**config.mk**
```make
export PLATFORM = sky130hd
export DESIGN_NAME = worker_slot_allocator_top
export DESIGN_NICKNAME = d
export VERILOG_FILES = /design/src/rtl/wsa_pkg.sv /design/src/rtl/wsa_seq.sv /design/src/rtl/worker_slot_allocator_top.sv
export SDC_FILE = /design/constraint.sdc
export NUM_CORES = 1
export LEC_CHECK = 0
export BUFFER_PORTS_ARGS = -buffer_cell sky130_fd_sc_hd__clkbuf_2
export CORE_MARGIN = 10
export CORE_UTILIZATION = 46
export DETAILED_ROUTE_END_ITERATION = 6
export GPL_TIMING_DRIVEN = 0
export HOLD_SLACK_MARGIN = 0.08
export SYNTH_ARGS = -nofsm -noshare
export SYNTH_HDL_FRONTEND = slang
export SYNTH_SLANG_ARGS = --single-unit
```
**constraint.sdc**
```tcl
create_clock -name clock -period 8 [get_ports clock]
set_input_delay 2.4 -clock clock [delete_from_list [all_inputs] [get_ports clock]]
set_output_delay 2.4 -clock clock [all_outputs]
set_load 0.02 [all_outputs]
```
**src/rtl/wsa_pkg.sv**
```systemverilog
// ----------------------------------------------------------------------------
// Worker slot allocator package
// Beat types, register indexes, micro-operations and the control store.
// ----------------------------------------------------------------------------
package wsa_pkg;

   localparam int SLOTS_DEF   = 8;
   localparam int MAX_RESULTS = 8;
   localparam int RES_IDX_W   = 3;

   // Register indexes of the configuration port
   localparam logic [1:0] CSR_POOL_SIZE   = 2'd0;
   localparam logic [1:0] CSR_GRANT_COUNT = 2'd1;
   localparam logic [1:0] CSR_MACHINE_ID  = 2'd2;

   localparam logic [3:0] POOL_SIZE_RESET   = 4'd8;
   localparam logic [3:0] GRANT_COUNT_RESET = 4'd1;
   localparam logic [7:0] MACHINE_ID_RESET  = 8'd0;

   localparam logic KIND_ALLOC   = 1'b0;
   localparam logic KIND_RELEASE = 1'b1;

   typedef struct packed {
      logic       kind;
      logic [2:0] slot;
      logic [7:0] owner_machine;
   } req_type;

   typedef struct packed {
      logic [2:0] slot_res;
      logic       done_res;
      logic [3:0] busy_count;
      logic       full_res;
      logic       last;
   } rsp_type;

   // Control store addressing
   localparam int PC_W = 3;
   typedef logic [PC_W-1:0] pc_type;

   localparam pc_type PC_IDLE       = 3'd0;
   localparam pc_type PC_DISPATCH   = 3'd1;
   localparam pc_type PC_SCAN       = 3'd2;
   localparam pc_type PC_ALLOC_FULL = 3'd3;
   localparam pc_type PC_ALLOC_EMIT = 3'd4;
   localparam pc_type PC_RELEASE    = 3'd5;
   localparam pc_type PC_REL_EMIT   = 3'd6;

   typedef enum logic [2:0] {
      OP_NOP        = 3'd0,
      OP_LOAD       = 3'd1,
      OP_SCAN       = 3'd2,
      OP_FULL_SET   = 3'd3,
      OP_EMIT_ALLOC = 3'd4,
      OP_RELEASE    = 3'd5,
      OP_EMIT_REL   = 3'd6
   } op_type;

   typedef enum logic [2:0] {
      C_ALWAYS      = 3'd0,
      C_START       = 3'd1,
      C_RELEASE     = 3'd2,
      C_SCAN_ACTIVE = 3'd3,
      C_EMIT_MORE   = 3'd4
   } cond_sel_type;

   typedef struct packed {
      op_type       op;
      cond_sel_type cond;
      pc_type       jump;
      pc_type       next;
   } mc_word_type;

   // Condition flags from the datapath
   typedef struct packed {
      logic start;
      logic release_item;
      logic scan_active;
      logic emit_more;
   } cond_type;

   // Sequencer outputs to the datapath
   typedef struct packed {
      op_type op;
      logic   idle;
   } ctrl_type;

   // Microprogram: taken jump when the condition holds, else the next field
   function automatic mc_word_type mc_rom(input pc_type pc);
      mc_word_type w;
      unique case (pc)
         PC_IDLE:       w = '{OP_LOAD,       C_START,       PC_DISPATCH,   PC_IDLE};
         PC_DISPATCH:   w = '{OP_NOP,        C_RELEASE,     PC_RELEASE,    PC_SCAN};
         PC_SCAN:       w = '{OP_SCAN,       C_SCAN_ACTIVE, PC_SCAN,       PC_ALLOC_FULL};
         PC_ALLOC_FULL: w = '{OP_FULL_SET,   C_ALWAYS,      PC_ALLOC_EMIT, PC_ALLOC_EMIT};
         PC_ALLOC_EMIT: w = '{OP_EMIT_ALLOC, C_EMIT_MORE,   PC_ALLOC_EMIT, PC_IDLE};
         PC_RELEASE:    w = '{OP_RELEASE,    C_ALWAYS,      PC_REL_EMIT,   PC_REL_EMIT};
         PC_REL_EMIT:   w = '{OP_EMIT_REL,   C_ALWAYS,      PC_IDLE,       PC_IDLE};
         default:       w = '{OP_NOP,        C_ALWAYS,      PC_IDLE,       PC_IDLE};
      endcase
      return w;
   endfunction

endpackage

```
**src/rtl/wsa_seq.sv**
```systemverilog
// ----------------------------------------------------------------------------
// Worker slot allocator sequencer
// Step counter over the control store with conditional jumps.
// ----------------------------------------------------------------------------
module wsa_seq (
   input  logic              clock,
   input  logic              reset,
   input  wsa_pkg::cond_type cond,
   output wsa_pkg::ctrl_type ctrl
);
   import wsa_pkg::*;

   pc_type      pc_ff;
   pc_type      pc_in;
   mc_word_type word;
   logic        taken;

   // Fetch the control word of this step
   assign word = mc_rom(pc_ff);

   // Select the jump condition
   always_comb begin
      unique case (word.cond)
         C_ALWAYS:      taken = 1'b1;
         C_START:       taken = cond.start;
         C_RELEASE:     taken = cond.release_item;
         C_SCAN_ACTIVE: taken = cond.scan_active;
         C_EMIT_MORE:   taken = cond.emit_more;
         default:       taken = 1'b1;
      endcase
   end

   assign pc_in = taken ? word.jump : word.next;

   always_ff @(posedge clock) begin
      if (reset) begin
         pc_ff <= PC_IDLE;
      end else begin
         pc_ff <= pc_in;
      end
   end

   assign ctrl.op   = word.op;
   assign ctrl.idle = (pc_ff == PC_IDLE);

endmodule

```
**src/rtl/worker_slot_allocator_top.sv**
```systemverilog
// ----------------------------------------------------------------------------
// Worker slot allocator
// Busy bitmap allocator over the worker slots of one machine, run by a
// microprogram over a small datapath.
// ----------------------------------------------------------------------------
// Channel   Ports                               Handshake
// request   start, busy, req_data               beat taken when start & !busy
// result    rsp_valid, rsp_data                 one-cycle strobe, no back-pressure
// config    csr_we, csr_index, csr_wdata        write when csr_we, no wait
//
// Allocate: dispatch, a scan loop testing one slot per step, the full-flag
// step and an emit loop, results registered. Release: dispatch, the release
// step and one emit step for its single result. busy is high from the cycle
// after start through the last emit step and is already low in the cycle
// that carries the last result; nothing stalls. Reset is synchronous: it
// clears bitmap, full flag and strobe; idle count and config take reset values.
// ----------------------------------------------------------------------------
module worker_slot_allocator_top #(
   parameter int SLOTS = wsa_pkg::SLOTS_DEF
) (
   input  logic             clock,
   input  logic             reset,
   input  logic             start,
   output logic             busy,
   input  wsa_pkg::req_type req_data,
   output logic             rsp_valid,
   output wsa_pkg::rsp_type rsp_data,
   input  logic             csr_we,
   input  logic [1:0]       csr_index,
   input  logic [7:0]       csr_wdata
);
   import wsa_pkg::*;

   localparam int IDX_W = (SLOTS > 1) ? $clog2(SLOTS) : 1;
   localparam int CNT_W = $clog2(SLOTS + 1);
   localparam int CMP_W = (CNT_W > 4) ? CNT_W : 4;

   // Configuration registers
   logic [3:0] pool_size_ff;
   logic [3:0] grant_count_ff;
   logic [7:0] machine_id_ff;

   // Allocator state
   logic [SLOTS-1:0] busy_map_ff,  busy_map_in;
   logic [3:0]       idle_ff,      idle_in;
   logic             full_ff,      full_in;

   // Item and working registers
   req_type          item_ff,      item_in;
   logic [CNT_W-1:0] scan_ff,      scan_in;
   logic [3:0]       n_ff,         n_in;
   logic [2:0]       k_ff,         k_in;
   logic             done_ff,      done_in;
   logic [2:0]       list_ff [MAX_RESULTS];
   logic             list_we;

   logic    rsp_valid_ff, rsp_valid_in;
   rsp_type rsp_ff,       rsp_in;

   ctrl_type ctrl;
   cond_type cond;

   logic [CMP_W-1:0] pool_w;
   logic [3:0]       want;
   logic [IDX_W-1:0] scan_idx;
   logic [IDX_W-1:0] rel_idx;
   logic             scan_active;
   logic             last_beat;
   logic             rel_hit;
   logic [3:0]       busy_now;

   wsa_seq u_seq (
      .clock (clock),
      .reset (reset),
      .cond  (cond),
      .ctrl  (ctrl)
   );

   // Clamp pool to the slot count and the wanted grants to the result limit
   always_comb begin
      if (CMP_W'(pool_size_ff) < CMP_W'(SLOTS)) begin
         pool_w = CMP_W'(pool_size_ff);
      end else begin
         pool_w = CMP_W'(SLOTS);
      end
      if (grant_count_ff < 4'(MAX_RESULTS)) begin
         want = grant_count_ff;
      end else begin
         want = 4'(MAX_RESULTS);
      end
   end

   assign scan_idx    = scan_ff[IDX_W-1:0];
   assign rel_idx     = IDX_W'(item_ff.slot);
   assign scan_active = (CMP_W'(scan_ff) < pool_w) && (n_ff < want);
   assign last_beat   = (n_ff == 4'd0) || ({1'b0, k_ff} + 4'd1 == n_ff);
   assign rel_hit     = (item_ff.owner_machine == machine_id_ff)
                     && (CMP_W'(item_ff.slot) < CMP_W'(SLOTS))
                     && busy_map_ff[rel_idx];
   assign busy_now    = (idle_ff > pool_size_ff) ? 4'd0 : (pool_size_ff - idle_ff);

   assign cond.start        = start;
   assign cond.release_item = (item_ff.kind == KIND_RELEASE);
   assign cond.scan_active  = scan_active;
   assign cond.emit_more    = !last_beat;

   // Datapath actions of each micro-operation
   always_comb begin
      busy_map_in  = busy_map_ff;
      idle_in      = idle_ff;
      full_in      = full_ff;
      item_in      = item_ff;
      scan_in      = scan_ff;
      n_in         = n_ff;
      k_in         = k_ff;
      done_in      = done_ff;
      list_we      = 1'b0;
      rsp_valid_in = 1'b0;
      rsp_in       = rsp_ff;
      unique case (ctrl.op)
         OP_NOP: begin
         end
         OP_LOAD: begin
            if (start) begin
               item_in = req_data;
               scan_in = '0;
               n_in    = 4'd0;
               k_in    = 3'd0;
            end
         end
         OP_SCAN: begin
            if (scan_active) begin
               scan_in = scan_ff + CNT_W'(1);
               if (!busy_map_ff[scan_idx]) begin
                  busy_map_in[scan_idx] = 1'b1;
                  if (idle_ff != 4'd0) begin
                     idle_in = idle_ff - 4'd1;
                  end
                  list_we = 1'b1;
                  n_in    = n_ff + 4'd1;
               end
            end
         end
         OP_FULL_SET: begin
            if (idle_ff < grant_count_ff) begin
               full_in = 1'b1;
            end
         end
         OP_EMIT_ALLOC: begin
            rsp_valid_in      = 1'b1;
            rsp_in.slot_res   = (n_ff == 4'd0) ? 3'd0 : list_ff[k_ff];
            rsp_in.done_res   = (n_ff != 4'd0);
            rsp_in.busy_count = busy_now;
            rsp_in.full_res   = full_ff;
            rsp_in.last       = last_beat;
            k_in              = k_ff + 3'd1;
         end
         OP_RELEASE: begin
            done_in = rel_hit;
            if (rel_hit) begin
               busy_map_in[rel_idx] = 1'b0;
               if (idle_ff != 4'hF) begin
                  idle_in = idle_ff + 4'd1;
               end
            end
            if (idle_in >= grant_count_ff) begin
               full_in = 1'b0;
            end
         end
         OP_EMIT_REL: begin
            rsp_valid_in      = 1'b1;
            rsp_in.slot_res   = item_ff.slot;
            rsp_in.done_res   = done_ff;
            rsp_in.busy_count = busy_now;
            rsp_in.full_res   = full_ff;
            rsp_in.last       = 1'b1;
         end
         default: begin
         end
      endcase
   end

   // Hold configuration; write on the enable
   always_ff @(posedge clock) begin
      if (reset) begin
         pool_size_ff   <= POOL_SIZE_RESET;
         grant_count_ff <= GRANT_COUNT_RESET;
         machine_id_ff  <= MACHINE_ID_RESET;
      end else if (csr_we) begin
         unique case (csr_index)
            CSR_POOL_SIZE:   pool_size_ff   <= csr_wdata[3:0];
            CSR_GRANT_COUNT: grant_count_ff <= csr_wdata[3:0];
            CSR_MACHINE_ID:  machine_id_ff  <= csr_wdata;
            default: begin
            end
         endcase
      end
   end

   // Advance allocator state and result strobe
   always_ff @(posedge clock) begin
      if (reset) begin
         busy_map_ff  <= '0;
         idle_ff      <= POOL_SIZE_RESET;
         full_ff      <= 1'b0;
         rsp_valid_ff <= 1'b0;
      end else begin
         busy_map_ff  <= busy_map_in;
         idle_ff      <= idle_in;
         full_ff      <= full_in;
         rsp_valid_ff <= rsp_valid_in;
      end
   end

   // Payload and working registers
   always_ff @(posedge clock) begin
      item_ff <= item_in;
      scan_ff <= scan_in;
      n_ff    <= n_in;
      k_ff    <= k_in;
      done_ff <= done_in;
      rsp_ff  <= rsp_in;
      if (list_we) begin
         list_ff[n_ff[RES_IDX_W-1:0]] <= 3'(scan_ff);
      end
   end

   assign busy      = !ctrl.idle;
   assign rsp_valid = rsp_valid_ff;
   assign rsp_data  = rsp_ff;

endmodule

```
Word level (Yosys, flattened, before mapping) --
Memories as Yosys holds them, arrays and structs flattened. A register that Yosys moved wholly into a read port is not among the register bits. Cells that the tools add are included.
Word-level totals: output and inout bits 12, memories kept 1, bits in registers 67, bits in writable memories 24, bits of input ports 26, logic and storage cells 143
Operators by class: bitwise gates (word level) 3, equal/unequal tests 28, $add $sub $neg 7, reductions and logical operators 28, muxes and demuxes 45, order comparisons 11
Memory list:
- list_ff | depth 8, bits a word 3, rd ports 1, clocked after memory_dff 1, wr ports 1, line worker_slot_allocator_top.sv:54 | logic [2:0] list_ff [MAX_RESULTS];
Operators with widths (number):
- one-hot mux 12 bit (7 select lines) | 1
- two-way mux 4 bit | 13
- two-way mux 8 bit | 3
- one-hot mux 4 bit (2 select lines) | 3
- == test 3 bit (second input constant) | 7
- one-hot mux 10 bit (2 select lines) | 1
- == test 3 x 2 -> 1 bit (second input constant) | 6
- one-hot mux 8 bit (2 select lines) | 1
- inequality test 2 bit (second input constant) | 7
- adder 4 x 1 -> 4 bit (second input constant) | 3
- < comparator 4 bit | 3
- two-way mux 1 bit | 12
- two-way mux 3 bit | 4
- AND reduction 4 bit | 3
- AND reduction 2 bit | 5
- nonzero test 2 bit | 5
- == test 3 x 1 -> 1 bit (second input constant) | 3
- bitwise AND 8 bit | 1
- == test 8 bit | 1
- < comparator 3 x 4 -> 1 bit (second input constant) | 2
- < comparator 4 bit (second input constant) | 2
- NOT 8 bit | 1
- OR 8 bit | 1
- nonzero test 4 bit | 2
- other kinds (24) | 32

Depth between registers and ports, before layout --
depth in word-level cells 8, mapped depth 13, depth with buffers taken out 12

Modules after synthesis --
Synthesis repeated with hierarchy kept, for this count alone.
Unflattened totals: cell total of the unflattened synthesis 426, area, all modules 4804.6 µm²
By module, submodules not included:
- worker_slot_allocator_top | cells each 402, instances 1, area an instance 4584.4 µm², sequential area each 2402.3 µm²
- wsa_seq | cells each 24, instances 1, area an instance 220.2 µm², sequential area each 60.1 µm²

Least setup slack after synthesis --
No wires, ideal clock.
kind input-to-reg, start input csr_index[1], end register pool_size_ff[2], data required time 7.872 ns, setup time 0.128 ns, stages on the path 3, arrival 3.206 ns, path slack 4.666 ns, buffers on the path 0, path through nor3b_1 -> mux2i_1 -> nor2_1
On the way: cells in the longest elaborated chain, start to end 2
Ends and longest elaborated chain:
- start, declared | line worker_slot_allocator_top.sv:29 | input logic [1:0] csr_index,
- zero test 2 bit | line worker_slot_allocator_top.sv:190 | unique case (csr_index)
- AND reduction 2 bit (no line)
- end signal, assigned | line worker_slot_allocator_top.sv:191 | CSR_POOL_SIZE: pool_size_ff <= csr_wdata[3:0];
- end, declared | line worker_slot_allocator_top.sv:39 | logic [3:0] pool_size_ff;
Every way passes these cells. A chain may end at the register's enable or synchronous reset.

Final worst setup path --
start register u_seq.pc_ff[2], end output busy
On the way: cells in the longest elaborated chain, start to end 2
Ends and longest elaborated chain:
- start, declared | line wsa_seq.sv:13 | pc_type pc_ff;
- start signal, assigned | line wsa_seq.sv:39 | pc_ff <= pc_in;
- zero test 3 bit | line wsa_seq.sv:44 | assign ctrl.idle = (pc_ff == PC_IDLE);
- zero test 1 bit | line worker_slot_allocator_top.sv:228 | assign busy = !ctrl.idle;
- end, declared | line worker_slot_allocator_top.sv:24 | output logic busy,
Every way passes these cells.

==> flow_summary.ini <==
[run_status]
status = completed

[drt]
wl_per_cell_um = 16.8
drt_iter0_markers = 276
ant_nets = 0
vias_per_cell = 5.53
drt-pass1-iter-count = 4
drt_wl_total_mm = 10.0
drc = 0
vias = 3282

[finish]
antennaDiodeCount = 0
final_cell_mix = edfxtp_1 (58), nor2_1 (38), dfxtp_1 (36), clkbuf_2 (36), nand2_1 (27)
area_growth_pct = 11.6
layout_commonest_cell = edfxtp_1
fin_nets = 507
utilization_pct = 53.2
final_cell_count_no_fill = 594
drive_gt1_share_pct = 16.7

[setup_path]
r2r-end = full_ff
cp_slowest_cell = dfxtp_1
critical_path_buf_inv_count = 2
crit_chain = clkbuf_1 -> or3_1 -> clkbuf_2
crit_fanout = 10
required_ns = 5.60
ff2ff_path_depth = 13
startpoint = u_seq.pc_ff[2]
worstSetupStartpointType = flip-flop
crit_type = flip-flop to output port
reg2reg_from = rel_idx[1]
max_stage_delay_ns = 0.36
cp_num_cells = 3
endpoint_kind = output port
path_delay_family = buffers and inverters
r2r_slack_ns = 4.74
arrival_ns = 1.46

[placed_design]
io_buffers = 36
dp_hpwl_mm = 7.44
placed_cells = 578
gp_congestion = 0.831

[synth]
ys_warn_count = 0
ys.flop_type = edfxtp_1
syn_area_mm2 = 0.00471
synth_seq_cells = 94
avgSynthCellArea_um2 = 11.5
synthTopCellsByArea = edfxtp_1 (37%), dfxtp_1 (15%), ha_1 (6.4%), mux4_2 (4.3%), mux2i_1 (3.8%)
synthCells = 409
synth_cell_types = 59
synth_area_leader_cell = edfxtp_1
syn_nets = 460
synth_edf_count = 58
async_flop_share_pct = 0
ys_seq_area_share_pct = 52.3
synth.top_cell.area_share_pct = 37.0

[cts]
cts.sinks = 94
clockBufferDepth = 2
htree_num_levels = 3
cts_tree = yes
cts_resized = 0
cts_buffers = 9
cts_hold_buf = 0
insertion_delay_ns = 0.37
post_cts_buffers = 0
cts_root_buf = clkbuf_8
clk_pin_slew_ns = 0.09

[floorplanning]
io_pins = 38
fp.dieArea_mm2 = 0.0147
start_util_pct = 47.7
die_w_um = 121
die_h_um = 121
core_area_mm2 = 0.00986
num_rows = 36

[grt]
busiest_layer = met2
groute.usage.overall_pct = 14.3
grt_start_max_net_pins = 17
use_met1_pct = 18.9
grt_antenna_before_repair = 0
gr-total-overflow = 0
use_met3_pct = 3.44
use_met2_pct = 21.9
grt_pass1_vias = 3417
grt_pass1_wl_mm = 16.9

[sta]
hold_viol = 0
tns_ns = 0
worst_slew_pin_slew_ns = 1.04
fin_worst_skew_ns = 0.0157
fmaxAchievable_mhz = 259
timing.final.crit_share_pct = 48.3
slew_headroom_pct = 30.3
period_needed_ns = 3.86
drv_slew = 0
grt_setup_unrepaired = false
finalSetupViolCount = 0

[run]
drv_cap = 0

[power]
ir_drop_v = 0.0000896
power_density_mw_per_mm2 = 208
leakage_uw = 0.00198

[hold_path]
hold_class = flip-flop to flip-flop
min_to = rsp_data[1]
hold_depth = 0
hp-start = full_ff
==> report_power, final <==
part	switching (µW)	internal [µW]
sequential	27.6	549
combinational	113	81.7
clock	173	147
total	313	778
==> cell families after synthesis <==
family                     synth area share [%]
and+or+nand+nor                            14.7
DFF                                        52.3
AOI/OAI and AO/OA                          10.4
buffers and inverters                      3.80
muxes                                      8.61
adders and majority gates                  6.81
xor gates and xnor gates                   3.35
==> per-layer routing <==
metal / vias up / part of all wire (%)
met2: 98 / 46
met4: 0 / 1.2
met3: 11 / 6.8
met1: 1558 / 46
met5: - / 0
li1: 1615 / -
==> per-stage QoR <==
| step | hold WS [ns] | worst slack, ns | power, µW | area (µm²) |
|---|---|---|---|---|
| final | 0.443 | 4.14 | 1090 | 5250 |
| after global routing | 0.457 | 4.06 | 1150 | 5250 |
| after CTS | 0.446 | 4.13 | 1100 | 5250 |
| after detailed placement | 0.425 | 4.31 | 782 | 5050 |
| after global placement | 0.416 | 4.30 | 778 | 5050 |
| after floorplan | 0.402 | 4.67 | 725 | 4710 |
==> synthesized netlist by cell type, types with 3 or more instances <==
cell type and instances:
o22ai_1 3, nand2_1 27, clkbuf_1 13, o311ai_1 3, xor2_1 5, dfxtp_1 36
mux4_2 9, nor2_1 38, o31ai_1 3, o211ai_1 6, a21oi_2 3, a21oi_1 15
nor2b_1 4, ha_1 24, and2_1 4, edfxtp_1 58, a31oi_1 4, nand4_1 4
xnor2_1 13, nor3_1 10, o21ai_0 13, nor3b_1 4, or4_1 4, or3_1 3
nand3_1 10, nand2b_1 4, inv_1 23, a21o_1 5, nand3b_1 4, mux2i_1 18
nor4_1 3
==> registers in the layout (all words and copies together), names as in the netlist, named ones only <==
name,flops
busy_map_ff,8
rsp_valid,1
list_ff,24
done_ff,1
grant_count_ff,4
n_ff,4
idle_ff,4
full_ff,1
cond,1
scan_ff,4
item_ff,8
machine_id_ff,8
rel_idx,3
u_seq.pc_ff,3
k_ff,3
rsp_data,10
pool_size_ff,4
==> area by class of cell <==
cell class                 instances  area (µm²)
multi-input combinational        273        2060
clock buffer                      10         128
sequential                        94        2460
inverter                          24        90.1
buffer                            18        88.8
fill                             873        4610
timing repair buffer              36         180
tap                              133         166
clock inverter                     6        70.1
==> how the worst max path moves through the flow <==
| stage | to | slack, ns |
|---|---|---|
| final | busy | 4.14 |
| after global routing | busy | 4.06 |
| after CTS | busy | 4.13 |
| after detailed placement | idle_ff[2] | 4.31 |
| after global placement | idle_ff[2] | 4.30 |
| after floorplan | pool_size_ff[2] | 4.67 |
Note: power is estimated with default switching activity, not from simulation.
